File: config.mk
export PLATFORM = sky130hd
export DESIGN_NAME = utf8_decode_with_replacement
export DESIGN_NICKNAME = d
export VERILOG_FILES = /design/src/utf8d_pkg.sv /design/src/utf8d_front.sv /design/src/utf8d_queue.sv /design/src/utf8d_back.sv /design/src/utf8_decode_with_replacement.sv
export SDC_FILE = /design/constraint.sdc
export NUM_CORES = 1
export LEC_CHECK = 0
export BUFFER_PORTS_ARGS = -buffer_cell sky130_fd_sc_hd__buf_2
export CAP_MARGIN = 30
export CELL_PAD_IN_SITES_DETAIL_PLACEMENT = 0
export CELL_PAD_IN_SITES_GLOBAL_PLACEMENT = 2
export CORE_MARGIN = 3
export CORE_UTILIZATION = 30
export DETAILED_ROUTE_END_ITERATION = 8
export GPL_ROUTABILITY_DRIVEN = 1
export PLACE_DENSITY = 0.64
export SLEW_MARGIN = 15
export SYNTH_ARGS = -nofsm -noshare
export SYNTH_HDL_FRONTEND = slang
export SYNTH_SLANG_ARGS = --single-unit
File: constraint.sdc
create_clock -name clk -period 6.21 [get_ports clk]
set_input_delay 0.3105 -clock clk [delete_from_list [all_inputs] [get_ports clk]]
set_output_delay 0.3105 -clock clk [all_outputs]
set_load 0.03 [all_outputs]
File: src/utf8d_pkg.sv
package utf8d_pkg;

    localparam logic [20:0] REPL_CHAR    = 21'h00FFFD;
    localparam logic [20:0] MIN_TWO      = 21'h000080;
    localparam logic [20:0] MIN_THREE    = 21'h000800;
    localparam logic [20:0] MIN_FOUR     = 21'h010000;
    localparam logic [20:0] SURR_LOW     = 21'h00D800;
    localparam logic [20:0] SURR_HIGH    = 21'h00DFFF;
    localparam logic [20:0] MAX_SCALAR   = 21'h10FFFF;

    // Lengths of an open sequence as held in expected_reg
    localparam logic [2:0] LEN_NONE  = 3'd0;
    localparam logic [2:0] LEN_ONE   = 3'd1;
    localparam logic [2:0] LEN_TWO   = 3'd2;
    localparam logic [2:0] LEN_THREE = 3'd3;
    localparam logic [2:0] LEN_FOUR  = 3'd4;

    // All results caused by one byte: a run of replacements, then at most
    // one decoded value.
    typedef struct packed {
        logic [2:0]  repl_count;
        logic        has_value;
        logic [20:0] code_point;
        logic [2:0]  width;
    } utf8d_entry_t;

endpackage

File: src/utf8d_front.sv
module utf8d_front (
    input  logic                   clk,
    input  logic                   rst_n,
    input  logic                   accept,
    input  logic [7:0]             data_byte,
    input  logic                   end_of_string,
    output logic                   push,
    output utf8d_pkg::utf8d_entry_t entry
);
    import utf8d_pkg::*;

    logic [7:0] held_bytes_reg [0:2];
    logic [1:0] held_count_reg;
    logic [1:0] held_count_next;
    logic [2:0] expected_reg;
    logic [2:0] expected_next;

    logic        is_cont;
    logic [2:0]  lead_len;
    logic [2:0]  seq_len;
    logic [20:0] seq_value;
    logic        seq_ok;
    logic        hold_wr;
    logic [1:0]  hold_idx;
    logic        emit;

    assign is_cont = (data_byte[7:6] == 2'b10);
    assign seq_len = {1'b0, held_count_reg} + LEN_ONE;

    always_comb
    begin
        if (data_byte[7:5] == 3'b110)
            lead_len = LEN_TWO;
        else if (data_byte[7:4] == 4'b1110)
            lead_len = LEN_THREE;
        else if (data_byte[7:3] == 5'b11110)
            lead_len = LEN_FOUR;
        else
            lead_len = LEN_NONE;
    end

    // Assemble and check the sequence that the arriving byte would complete
    always_comb
    begin
        seq_value = '0;
        seq_ok    = 1'b0;
        unique case (held_count_reg)
            2'd1:
            begin
                seq_value = {10'd0, held_bytes_reg[0][4:0], data_byte[5:0]};
                seq_ok    = (seq_value >= MIN_TWO);
            end
            2'd2:
            begin
                seq_value = {5'd0, held_bytes_reg[0][3:0], held_bytes_reg[1][5:0],
                             data_byte[5:0]};
                seq_ok    = (seq_value >= MIN_THREE) &&
                            ((seq_value < SURR_LOW) || (seq_value > SURR_HIGH));
            end
            2'd3:
            begin
                seq_value = {held_bytes_reg[0][2:0], held_bytes_reg[1][5:0],
                             held_bytes_reg[2][5:0], data_byte[5:0]};
                seq_ok    = (seq_value >= MIN_FOUR) && (seq_value <= MAX_SCALAR);
            end
            default:
            begin
                seq_value = '0;
                seq_ok    = 1'b0;
            end
        endcase
    end

    always_comb
    begin
        entry           = '0;
        hold_wr         = 1'b0;
        hold_idx        = 2'd0;
        held_count_next = held_count_reg;
        expected_next   = expected_reg;

        if ((held_count_reg != 2'd0) && is_cont)
        begin
            if (seq_len >= expected_reg)
            begin
                if (seq_ok)
                begin
                    entry.has_value  = 1'b1;
                    entry.code_point = seq_value;
                    entry.width      = seq_len;
                end
                else
                begin
                    entry.repl_count = seq_len;
                end
                held_count_next = 2'd0;
                expected_next   = LEN_NONE;
            end
            else
            begin
                hold_wr         = 1'b1;
                hold_idx        = held_count_reg;
                held_count_next = seq_len[1:0];
                if (end_of_string)
                begin
                    entry.repl_count = seq_len;
                    held_count_next  = 2'd0;
                    expected_next    = LEN_NONE;
                end
            end
        end
        else
        begin
            // Flush an interrupted sequence, then decode the byte afresh
            entry.repl_count = {1'b0, held_count_reg};
            held_count_next  = 2'd0;
            expected_next    = LEN_NONE;
            if (data_byte[7] == 1'b0)
            begin
                entry.has_value  = 1'b1;
                entry.code_point = {13'd0, data_byte};
                entry.width      = LEN_ONE;
            end
            else if ((lead_len != LEN_NONE) && !end_of_string)
            begin
                hold_wr         = 1'b1;
                hold_idx        = 2'd0;
                held_count_next = 2'd1;
                expected_next   = lead_len;
            end
            else
            begin
                entry.repl_count = entry.repl_count + 3'd1;
            end
        end
    end

    assign emit = (entry.repl_count != 3'd0) || entry.has_value;
    assign push = accept && emit;

    always_ff @(posedge clk or negedge rst_n)
    begin
        if (!rst_n)
        begin
            held_count_reg <= 2'd0;
            expected_reg   <= LEN_NONE;
        end
        else if (accept)
        begin
            held_count_reg <= held_count_next;
            expected_reg   <= expected_next;
        end
    end

    always_ff @(posedge clk)
    begin
        if (accept && hold_wr)
            held_bytes_reg[hold_idx] <= data_byte;
    end

    a_open_short : assert property (@(posedge clk) disable iff (!rst_n)
        (held_count_reg != 2'd0) |-> (expected_reg > {1'b0, held_count_reg}))
        else $error("open sequence already holds its full length");

    a_idle_clear : assert property (@(posedge clk) disable iff (!rst_n)
        (held_count_reg == 2'd0) |-> (expected_reg == LEN_NONE))
        else $error("expected length left without a held byte");

    a_eos_flush : assert property (@(posedge clk) disable iff (!rst_n)
        (accept && end_of_string) |=> (held_count_reg == 2'd0))
        else $error("bytes still held after end of string");

endmodule

File: src/utf8d_queue.sv
module utf8d_queue #(
    parameter int DEPTH = 4
) (
    input  logic                    clk,
    input  logic                    rst_n,
    input  logic                    push,
    input  utf8d_pkg::utf8d_entry_t push_entry,
    input  logic                    pop,
    output utf8d_pkg::utf8d_entry_t head_entry,
    output logic                    not_empty,
    output logic                    not_full
);
    import utf8d_pkg::*;

    localparam int PTR_W = (DEPTH > 1) ? $clog2(DEPTH) : 1;
    localparam int CNT_W = $clog2(DEPTH + 1);
    localparam logic [PTR_W-1:0] LAST_PTR = PTR_W'(DEPTH - 1);
    localparam logic [CNT_W-1:0] FULL_CNT = CNT_W'(DEPTH);

    utf8d_entry_t     slots_reg [0:DEPTH-1];
    logic [PTR_W-1:0] wr_ptr_reg;
    logic [PTR_W-1:0] rd_ptr_reg;
    logic [CNT_W-1:0] count_reg;

    assign head_entry = slots_reg[rd_ptr_reg];
    assign not_empty  = (count_reg != '0);
    assign not_full   = (count_reg != FULL_CNT);

    always_ff @(posedge clk or negedge rst_n)
    begin
        if (!rst_n)
        begin
            wr_ptr_reg <= '0;
            rd_ptr_reg <= '0;
            count_reg  <= '0;
        end
        else
        begin
            if (push)
                wr_ptr_reg <= (wr_ptr_reg == LAST_PTR) ? '0 : wr_ptr_reg + 1'b1;
            if (pop)
                rd_ptr_reg <= (rd_ptr_reg == LAST_PTR) ? '0 : rd_ptr_reg + 1'b1;
            if (push && !pop)
                count_reg <= count_reg + 1'b1;
            else if (pop && !push)
                count_reg <= count_reg - 1'b1;
        end
    end

    always_ff @(posedge clk)
    begin
        if (push)
            slots_reg[wr_ptr_reg] <= push_entry;
    end

    a_no_overflow : assert property (@(posedge clk) disable iff (!rst_n)
        push |-> (not_full || pop))
        else $error("push into a full queue");

    a_no_underflow : assert property (@(posedge clk) disable iff (!rst_n)
        pop |-> not_empty)
        else $error("pop from an empty queue");

endmodule

File: src/utf8d_back.sv
module utf8d_back (
    input  logic                    clk,
    input  logic                    rst_n,
    input  utf8d_pkg::utf8d_entry_t head_entry,
    input  logic                    head_valid,
    output logic                    pop,
    output logic                    out_valid,
    input  logic                    out_ready,
    output logic [20:0]             code_point,
    output logic                    invalid,
    output logic [2:0]              source_width,
    output logic                    last
);
    import utf8d_pkg::*;

    utf8d_entry_t cur_reg;
    logic         cur_valid_reg;
    logic [2:0]   repl_left_reg;

    logic in_repl;
    logic fire;
    logic done;

    assign in_repl      = (repl_left_reg != 3'd0);
    assign out_valid    = cur_valid_reg;
    assign code_point   = in_repl ? REPL_CHAR : cur_reg.code_point;
    assign invalid      = in_repl;
    assign source_width = in_repl ? LEN_ONE : cur_reg.width;
    assign last         = cur_reg.has_value ? !in_repl : (repl_left_reg == 3'd1);

    assign fire = cur_valid_reg && out_ready;
    assign done = !cur_valid_reg || (fire && last);
    assign pop  = done && head_valid;

    always_ff @(posedge clk or negedge rst_n)
    begin
        if (!rst_n)
        begin
            cur_valid_reg <= 1'b0;
            repl_left_reg <= 3'd0;
        end
        else if (pop)
        begin
            cur_valid_reg <= 1'b1;
            repl_left_reg <= head_entry.repl_count;
        end
        else if (done)
        begin
            cur_valid_reg <= 1'b0;
        end
        else if (fire)
        begin
            repl_left_reg <= repl_left_reg - 3'd1;
        end
    end

    always_ff @(posedge clk)
    begin
        if (pop)
            cur_reg <= head_entry;
    end

    a_nonempty_result : assert property (@(posedge clk) disable iff (!rst_n)
        out_valid |-> (in_repl || cur_reg.has_value))
        else $error("result shown for an entry with nothing left");

endmodule

File: src/utf8_decode_with_replacement.sv
// Streaming UTF-8 decoder with U+FFFD replacement. One byte is taken per cycle
// whenever the result queue has room (in_ready), and a byte that only opens or
// extends a sequence produces no result. Each result leaves in its own output
// handshake, so a byte that causes k results holds the output until all k have
// left; plain text runs at one byte and one result per cycle while out_ready
// stays high, and the QUEUE_DEPTH-entry queue between the byte classifier and
// the result sequencer absorbs bursts of replacements. The first result of a
// byte is written to a queue slot and then loaded into the sequencer's current
// entry register before it is offered. A replacement always reports
// source_width 1, and last marks the final result that one input byte causes.
module utf8_decode_with_replacement #(
    parameter int QUEUE_DEPTH = 4
) (
    input  logic        clk,
    input  logic        rst_n,
    input  logic        in_valid,
    output logic        in_ready,
    input  logic [7:0]  data_byte,
    input  logic        end_of_string,
    output logic        out_valid,
    input  logic        out_ready,
    output logic [20:0] code_point,
    output logic        invalid,
    output logic [2:0]  source_width,
    output logic        last
);
    import utf8d_pkg::*;

    utf8d_entry_t push_entry;
    utf8d_entry_t head_entry;
    logic         accept;
    logic         push;
    logic         pop;
    logic         head_valid;
    logic         not_full;

    assign in_ready = not_full;
    assign accept   = in_valid && in_ready;

    utf8d_front u_front (
        .clk           (clk),
        .rst_n         (rst_n),
        .accept        (accept),
        .data_byte     (data_byte),
        .end_of_string (end_of_string),
        .push          (push),
        .entry         (push_entry)
    );

    utf8d_queue #(
        .DEPTH (QUEUE_DEPTH)
    ) u_queue (
        .clk        (clk),
        .rst_n      (rst_n),
        .push       (push),
        .push_entry (push_entry),
        .pop        (pop),
        .head_entry (head_entry),
        .not_empty  (head_valid),
        .not_full   (not_full)
    );

    utf8d_back u_back (
        .clk          (clk),
        .rst_n        (rst_n),
        .head_entry   (head_entry),
        .head_valid   (head_valid),
        .pop          (pop),
        .out_valid    (out_valid),
        .out_ready    (out_ready),
        .code_point   (code_point),
        .invalid      (invalid),
        .source_width (source_width),
        .last         (last)
    );

endmodule

======== After elaboration in Yosys (flattened, before gate mapping) ========
Memory sizes are Yosys's and may differ from the RTL's.
Cells that the tools add are included.
storage, ports and cells
  bits in registers ....................... 41
  RAM bits ................................ 136
  bits of input ports ..................... 13
  output and inout bits ................... 28
  word-level logic and storage cells ...... 114
  memories ................................ 2
cells by class
  $add $sub $neg .......................... 6
  order comparisons ....................... 7
  equal/unequal tests ..................... 13
  mux-type cells .......................... 46
  reductions and logical operators ........ 30
memories
  memory                  depth  bits a word  rd ports  clocked after Yosys merged registers in  write ports  line               RTL
  u_queue.slots_reg       4      28           1         0                                        1            utf8d_queue.sv:20  utf8d_entry_t slots_reg [0:DEPTH-1];
  u_front.held_bytes_reg  3      8            3         0                                        1            utf8d_front.sv:12  logic [7:0] held_bytes_reg [0:2];
operators by type and width
  kind                                                                      number
  25-bit two-way mux                                                        3
  21-bit case mux with 3 select lines                                       1
  3-bit two-way mux                                                         19
  28-bit two-way mux                                                        1
  21-bit by 17-bit >= comparator with 1-bit output (second input constant)  1
  21-bit less-or-equal comparator (second input constant)                   1
  21-bit two-way mux                                                        1
  16-bit by 12-bit >= comparator with 1-bit output (second input constant)  1
  16-bit > comparator (second input constant)                               1
  16-bit < comparator (second input constant)                               1
  2-bit two-way mux                                                         8
  1-bit logical AND                                                         12
  1-bit two-way mux                                                         12
  3-bit nonzero test                                                        4
  11-bit by 8-bit >= comparator with 1-bit output (second input constant)   1
  2-bit equality test (second input constant)                               5
  2-bit nonzero test                                                        4
  3-bit inequality test (second input constant)                             2
  3-bit by 1-bit subtractor with 3-bit output (second input constant)       2
  5-bit equality test (second input constant)                               1
  1-bit zero test                                                           5
  2-bit by 1-bit adder with 2-bit output (second input constant)            2
  4-bit equality test (second input constant)                               1
  2-bit AND reduction                                                       2
  9 further kinds                                                           11

======== Depth between registers and ports, before layout ========
Gate-level depths: netlist (run 1).
  word-level depth ........................ 16
  gate-level depth with buffers ........... 15

======== Modules after synthesis ========
Synthesis (run 1) repeated with hierarchy kept, for this count alone.
unflattened totals
  cell total of the unflattened synthesis .. 413
  area total of the unflattened synthesis .. 7123.1 sq um
by module, submodules not included
  module                        instances  cells each  area an instance (sq um)
  utf8d_queue                   1          184         4455.5
  utf8d_front                   1          136         1400.1
  utf8d_back                    1          92          1261.2
  utf8_decode_with_replacement  1          1           6.3

======== Worst setup path after synthesis (run 1) ========
Ideal clock, no wire load.
  path kind ............................... reg-to-reg
  start ................................... reg u_front.held_count_reg[0]
  end ..................................... mem u_queue.slots_reg[3][0] in the netlist's numbering, enable pin
  library setup time ...................... 0.387 ns
  data arrival time ....................... 2.950 ns
  path slack .............................. 2.873 ns
  stages on the path, launching flop included .. 11
  period minus slack after synthesis ...... 3.337 ns
  path through ............................ dfrtp_1 -> inv_1 -> ha_1 -> ha_1 -> nand2_1 -> o21ai_0 -> or3_1 -> buf_6 -> o211ai_1 -> a41oi_4 -> and2_1
on the way
  cells in the longest elaborated chain, start to end .. 10
ends and longest elaborated chain
  element                                                                                         line                                RTL
  start: declaration                                                                              utf8d_front.sv:13                   logic [1:0] held_count_reg;
  start signal: assignment                                                                        utf8d_front.sv:150                  held_count_reg <= held_count_next;
  parallel branches: the longest is 4 deep, another holds 2-bit by 1-bit adder with 3-bit output  --
  28-bit two-way mux (*)                                                                          utf8d_front.sv:82                   if ((held_count_reg != 2'd0) && is_cont)
  3-bit nonzero test                                                                              utf8d_front.sv:138                  assign emit = (entry.repl_count != 3'd0) || entry.has_value;
  1-bit logical OR (*)                                                                            utf8d_front.sv:138
  1-bit logical AND (*)                                                                           utf8d_front.sv:139                  assign push = accept && emit;
  via push                                                                                        utf8_decode_with_replacement.sv:32  logic push;
  1-bit two-way mux (*)                                                                           utf8d_queue.sv:52                   if (push)
  1-bit two-way mux (implied by the code) (*)                                                     utf8d_queue.sv:53                   slots_reg[wr_ptr_reg] <= push_entry;
  end: declaration                                                                                utf8d_queue.sv:20
Mark *: on every way through the listed nets, which the timed path passes.

======== Worst setup path in the final report (run 1) ========
  start ................................... reg u_front.held_count_reg[0]
  end ..................................... reg u_queue.count_reg[2]
on the way
  cells in the longest elaborated chain, start to end .. 11
ends and longest elaborated chain
  element                                                                                         line                                RTL
  parallel branches: the longest is 4 deep, another holds 2-bit by 1-bit adder with 3-bit output  --
  28-bit two-way mux (*)                                                                          utf8d_front.sv:82
  3-bit nonzero test                                                                              utf8d_front.sv:138
  1-bit logical OR (*)                                                                            utf8d_front.sv:138
  1-bit logical AND (*)                                                                           utf8d_front.sv:139
  via push                                                                                        utf8_decode_with_replacement.sv:32
  1-bit zero test                                                                                 utf8d_queue.sv:45                   else if (pop && !push)
  1-bit logical AND                                                                               utf8d_queue.sv:45
  2-bit nonzero test (no line)                                                                    --
  end signal: assignment                                                                          utf8d_queue.sv:44                   count_reg <= count_reg + 1'b1;
  end signal: assignment                                                                          utf8d_queue.sv:46                   count_reg <= count_reg - 1'b1;
  end: declaration                                                                                utf8d_queue.sv:23                   logic [CNT_W-1:0] count_reg;
Marked as above.
A chain may end at the register's enable or synchronous reset.

==> impl_metrics.tcl, run 1 <==
set metrics [dict create \
    endpoint_kind "register" \
    wl_per_cell_um 16.85 \
    wirelength_mm 13.07 \
    cts_buffers 17 \
    vias 3492 \
    postLayoutCellArea_sq_um 8177 \
    final_common_cell "edfxtp_1" \
    core_area_sq_um 22780 \
    seqPwrFrac 0.457 \
    grt_pass1_wl_mm 20.90 \
    totalPowerFinal_mw 3.491 \
    grt_setup_unrepaired "false" \
    tns_ns 0 \
    first_pass_iters 5 \
    synth_edf_count 154 \
    clock_sinks 170 \
    placed_area_sq_um 7577 \
    ir_worst_vdd_mv 0.1540 \
    place.gp.congestion 0.7425 \
    leakage_nw 2.704 \
    nets 482 \
    dieArea_sq_um 25150 \
    drtIter0Drc 248 \
    grt_pass1_vias 3603 \
    outcome "finished, final reports clean" \
    cts_tree "done" \
    fin_crit_sh 0.6287 \
    final.min_clock_period_ns 3.904 \
    synthCells 401 \
    syn_nets 432 \
    ys_ff_latch 170 \
    regArea_sq_um 5026 \
    htreeDepth 4 \
    num_rows 55 \
    path_clk_slew_ns 0.06 \
    dp_hpwl_mm 8.551 \
    clkLatencyLatePin_ns 0.41 \
    cp-start-kind "register" \
    die_h_um 158.6 \
    fmax_ghz 0.2561 \
    pin_count 41 \
    cap_violations 0 \
    final_cell_mix "edfxtp_1, buf_2, mux4_2" \
    switchingPower_mw 0.9900 \
    crit_type "reg2reg" \
    port-buffer-count 40 \
    syn_avg_cell_area_sq_um 17.42 \
    multi_input_area_sq_um 1832 \
    p_clk_frac 0.298 \
    drc_errors 0 \
    ys_dominant_reg_cell "edfxtp_1" \
    clockBufferDepth 2 \
    antenna_found_initial 0 \
    arrival_ns 4.24 \
    finalMaxSlewViolations 0 \
    areaGrowthSynthToFinish_pct 17.05 \
    drive_gt1_frac 0.2462 \
    synth_cell_types 44 \
    post-route-util 0.3590 \
    synth_seq_area_share 0.7193 \
    grt_overflow 0 \
    cts_resized 0 \
    initial_core_util 0.3067 \
    largest_reg_flops 112 \
    setup_viol 0 \
    num_antenna_cells 0 \
    critPathRequiredTime_ns 6.54 \
    hold_violations 0 \
    power_frac_comb 0.245 \
    grt_max_degree 31 \
    yosysWarnings 0 \
    vias_per_cell 4.500 \
    finalClockSkew_ns 0.007776 \
    synth_area_sq_um 6985 \
    internal-power_mw 2.501 \
    final_antenna_net_count 0 \
    swShare 0.2836 \
    ys_async_sr_fraction 0.09412 \
    grt_usage 0.1121 \
    power_density_nw_per_um2 427.0 \
    critPathMaxFanout 9 \
    nFillCells 2128 \
    worstHoldPathType "in2reg" \
    relSlewSlack 0.4508 \
    tightest_slew_ns 0.8238 \
    fp.dieW_um 158.6 \
    cts_root_buf "clkbuf_16" \
]
-- synthesized netlist by cell type, types with 6 or more instances --
| library cell | n | area (sq um) |
|---|---|---|
| o21ai_0 | 12 | 60.06 |
| a22oi_1 | 6 | 45.04 |
| ha_1 | 17 | 212.7 |
| nand2b_1 | 17 | 106.4 |
| nand3_1 | 6 | 30.03 |
| clkbuf_1 | 8 | 30.03 |
| edfxtp_1 | 154 | 4624 |
| and2_1 | 22 | 137.6 |
| mux4_2 | 28 | 630.6 |
| nand2_1 | 17 | 63.81 |
| nor2_1 | 20 | 75.07 |
| a21oi_1 | 7 | 35.03 |
| dfrtp_1 | 16 | 400.4 |
| inv_1 | 15 | 56.30 |
-- path summary, 6_finish.rpt --
| kind | slack [ns] | start | endpoint | depth (start not counted) |
|---|---|---|---|---|
| max | 2.31 | u_front.held_count_reg[0] | u_queue.count_reg[2] | 14 |
| min in group asynchronous | 0.36 | rst_n | u_front.held_count_reg[0] | 2 |
| min reg2reg | 0.53 | u_queue.count_reg[2] | u_queue.count_reg[2] | 1 |
| max in group asynchronous | 5.52 | rst_n | u_queue.rd_ptr_reg[0] | 2 |
| min | 0.16 | data_byte[0] | u_front.held_bytes_reg[1][0] | 1 |
| max reg2reg | 2.31 | u_front.held_count_reg[0] | u_queue.count_reg[2] | 14 |
-- stage by stage --
stage               worst slack, ns  hold slack, ns  std cells
finish                        2.306          0.1570        776
global route                  1.885          0.1346        776
CTS                           2.280          0.1465        775
detailed placement            2.315          0.2670        743
global placement              2.456          0.2632        739
floorplan                     2.873         0.01491        401
-- critical path, stage by stage (launching register included) --
cell and delay, ns:
dfrtp_1 0.51, inv_1 0.21, ha_1 0.40, ha_1 0.30, nand2_1 0.04, o21ai_0 0.27
or3_1 0.36, o211ai_1 0.21, a41oi_4 0.38, ha_1 0.24, inv_1 0.06, fa_1 0.37
xor2_1 0.17, nor2_1 0.12, xor2_1 0.18
-- per-layer routing --
metal / vias up / wire [um] / track usage / part of all wire
met5: - / 0 / 0 / 0
met4: 0 / 78 / 0.02704 / 0.0060
met3: 5 / 543 / 0.03126 / 0.042
met2: 74 / 6426 / 0.1800 / 0.49
met1: 1763 / 6023 / 0.1521 / 0.46
li1: 1650 / - / - / -
-- power groups by stage --
stage	logic (mW)	clock network, mW	registers, mW
2_1_floorplan	0.649	0	1.58
3_3_place_gp	0.803	0	1.65
3_5_place_dp	0.884	0	1.62
4_1_cts	0.887	1.07	1.60
5_1_grt	0.957	1.12	1.62
6_report	0.856	1.04	1.59
-- final cells by class --
type | instances | share of cell area
clock buffers | 21 | 0.05386
inverters | 15 | 0.006886
flip-flops and latches | 170 | 0.6147
repair buffers | 47 | 0.03504
clock inverters | 10 | 0.01760
multi-input cells | 200 | 0.2240
well taps | 313 | 0.04790
-- cell families (layout without fill, tap and decap cells) --
| kind of cell | after synthesis | count (layout) | synth area share |
|---|---|---|---|
| simple gates | 101 | 101 | 0.07684 |
| flops | 170 | 170 | 0.7193 |
| compound gates | 44 | 44 | 0.04693 |
| xor+xnor | 4 | 4 | 0.005016 |
| mux | 33 | 33 | 0.09923 |
| buf+inv | 31 | 93 | 0.01934 |
| fa+ha+maj | 18 | 18 | 0.03331 |
-- what timing repair did --
| action | 4_1_cts | 5_1_grt |
|---|---|---|
| endpoints found under the hold margin | 16 | 0 |
| hold buffers | 1 | 0 |
| buffers inserted | 0 | 0 |
No activity file was read; power rests on OpenSTA's default activity.
==> inputs of run 2 (changes only) <==
Clock period 6.21 ns to 4.1 ns, I/O delays scaled along.
==> run 2 against run 1 <==
Against the previous run:
- clock skew rose by 0.0014 ns
- sequential share of layout area barely moved
- total power rose by 49%
- non-clock buffer count rose by 6
- clock-buffer cell count fell by 4
- maximum frequency rose by 5.9%
- combinational power rose by 46%
- final area barely moved
- clock power rose by 44%
- critical path depth did not move
- setup slack got worse by 1.9 ns
- wire length rose by 0.80%
- critical endpoint unchanged
- largest power group unchanged
- highest routed layer unchanged
==> impl_metrics.tcl, run 2 (synthesis results as in run 1) <==
set metrics [dict create \
    p_clk_frac 0.288 \
    setup_viol 0 \
    grt_pass1_wl_mm 20.76 \
    grt_pass1_vias 3715 \
    drc_errors 0 \
    grt_use_met2 0.1776 \
    rr_worst_depth 14 \
    totalPowerFinal_mw 5.204 \
    worstHoldStart "data_byte[0]" \
    leakage_nw 2.726 \
    post_cts_buffers 0 \
    tightest_slew_ns 0.8572 \
    swShare 0.2880 \
    dp_hpwl_mm 8.567 \
    drive_gt1_frac 0.2532 \
    clock_sinks 170 \
    power_frac_comb 0.240 \
    grt_usage 0.1116 \
    htreeDepth 4 \
    setup_slack_ns 0.4143 \
    startpoint "u_front.held_count_reg[0]" \
    hold_violations 0 \
    finalClockSkew_ns 0.009132 \
    grt_max_degree 29 \
    clockBufferDepth 2 \
    port-buffer-count 40 \
    fmax_ghz 0.2713 \
    cpMaxStageDelayCell "dfrtp_1" \
    grt_use_met1 0.1487 \
    reg2reg_to "u_queue.count_reg[2]" \
    final.min_clock_period_ns 3.686 \
    r2r_setup_slack_ns 0.41 \
    cp-start-kind "register" \
    fin_crit_sh 0.8990 \
    die_h_um 158.6 \
    grtUsageMet3 0.02854 \
    place.gp.congestion 0.7944 \
    critPathRequiredTime_ns 4.44 \
    core_area_sq_um 22780 \
    outcome "finished, final reports clean" \
    multi_input_area_sq_um 1833 \
    finalMaxSlewViolations 0 \
    vias_per_cell 4.479 \
    regArea_sq_um 5026 \
    ir_worst_vdd_mv 0.2445 \
    cts_root_buf "clkbuf_16" \
    dp_cells 750 \
    drtIter0Drc 297 \
    crit_type "reg2reg" \
    switchingPower_mw 1.498 \
    busiest_layer "met2" \
    arrival_ns 4.03 \
    nets 488 \
    hold_depth 1 \
    slowest_delay_ns 0.51 \
    vias 3507 \
    grt_overflow 0 \
    nFillCells 2144 \
    power_density_nw_per_um2 636.0 \
    cts_tree "done" \
    cts_buffers 17 \
    endpoint_kind "register" \
    wirelength_mm 13.18 \
    path_delay_family "adder cells" \
    critPathMaxFanout 9 \
    internal-power_mw 3.705 \
    largest_reg_flops 112 \
    final_common_cell "edfxtp_1" \
    fp.dieW_um 158.6 \
    first_pass_iters 4 \
    final_cell_mix "edfxtp_1, buf_2, mux4_2" \
    final_antenna_net_count 0 \
    min_to "u_front.held_bytes_reg[1][0]" \
    areaGrowthSynthToFinish_pct 17.12 \
    grt_setup_unrepaired "false" \
    worstHoldPathType "in2reg" \
    relSlewSlack 0.4285 \
    num_antenna_cells 0 \
    pin_count 41 \
    wl_per_cell_um 16.83 \
    crit_chain "inv_1 > ha_1 > ha_1 > nand2_1 > o21ai_0 > or3_4 > o211ai_1 > a41oi_4 > ha_1 > inv_1 > fa_1 > xor2_1 > nor2_1 > xor2_1" \
    num_rows 55 \
    tns_ns 0 \
    r2r_start "u_front.held_count_reg[0]" \
    initial_core_util 0.3067 \
    antenna_found_initial 0 \
    cpMostUsedCell "ha_1" \
    dpl_worst_slack_ns 0.3198 \
    path_clk_slew_ns 0.06 \
    crit_buf_inv 2 \
    seqPwrFrac 0.471 \
    dieArea_sq_um 25150 \
    clkLatencyLatePin_ns 0.42 \
    cap_violations 0 \
    stdcell_count 783 \
]
[run 2: cell count changes in the layout (fill, tap and decap cells not counted), sizes merged]
cell	before	now
bufinv	3	2
clkbuf	22	17
buf	45	52
clkinv	4	11
clkinvlp	2	1
[run 2: worst max path at each step]
stage,endpoint,slack (ns),depth (start not counted)
5_1_grt,u_queue.count_reg[2],0.1,14
3_5_place_dp,u_queue.count_reg[2],0.32,14
2_1_floorplan,u_queue.slots_reg[3][0],0.76,10
4_1_cts,u_queue.count_reg[2],0.31,14
6_report,u_queue.count_reg[2],0.41,14
3_3_place_gp,u_queue.count_reg[2],0.41,14
[run 2: layer usage]
layer  vias up  part of all wire
met3        15             0.035
li1       1663                 -
met5         -                 0
met1      1761              0.46
met4         0             0.017
met2        68              0.49
[run 2: final cells by class]
cell class	count	area share
timing repair buffer	53	0.03869
sequential	170	0.6143
multi-input combinational	200	0.2240
tap	313	0.04787
clock inverter	15	0.01621
clock buffer	17	0.05200
inverter	15	0.006882
[run 2: metrics by stage]
stage | util | hold slack (ns) | cell area [sq um]
final | 0.3592 | 0.03039 | 8182
after global routing | 0.3592 | 0.02301 | 8182
after CTS | 0.3590 | 0.03334 | 8177
after detailed placement | 0.3340 | 0.1718 | 7609
after global placement | 0.3335 | 0.1632 | 7597
after floorplan | - | -0.09059 | 6985
[run 2: repair_timing]
item	4_1_cts	5_1_grt
hold buffers	1	0
endpoints found under the hold margin	16	0
endpoints found under the setup margin	0	1
resized for setup	0	1
[run 2: power groups by stage]
stage | sequential (mW) | combinational (mW) | clock (mW)
floorplan | 2.39 | 0.983 | 0
CTS | 2.46 | 1.29 | 1.55
finish | 2.45 | 1.25 | 1.50
detailed placement | 2.50 | 1.29 | 0
global route | 2.49 | 1.39 | 1.63
global placement | 2.48 | 1.27 | 0
[run 2: worst register-to-register path: stages (launching register included)]
cell	delay (ns)
dfrtp_1	0.51
inv_1	0.23
ha_1	0.40
ha_1	0.29
nand2_1	0.04
o21ai_0	0.28
or3_4	0.25
o211ai_1	0.14
a41oi_4	0.37
ha_1	0.24
inv_1	0.07
fa_1	0.37
xor2_1	0.17
nor2_1	0.11
xor2_1	0.15
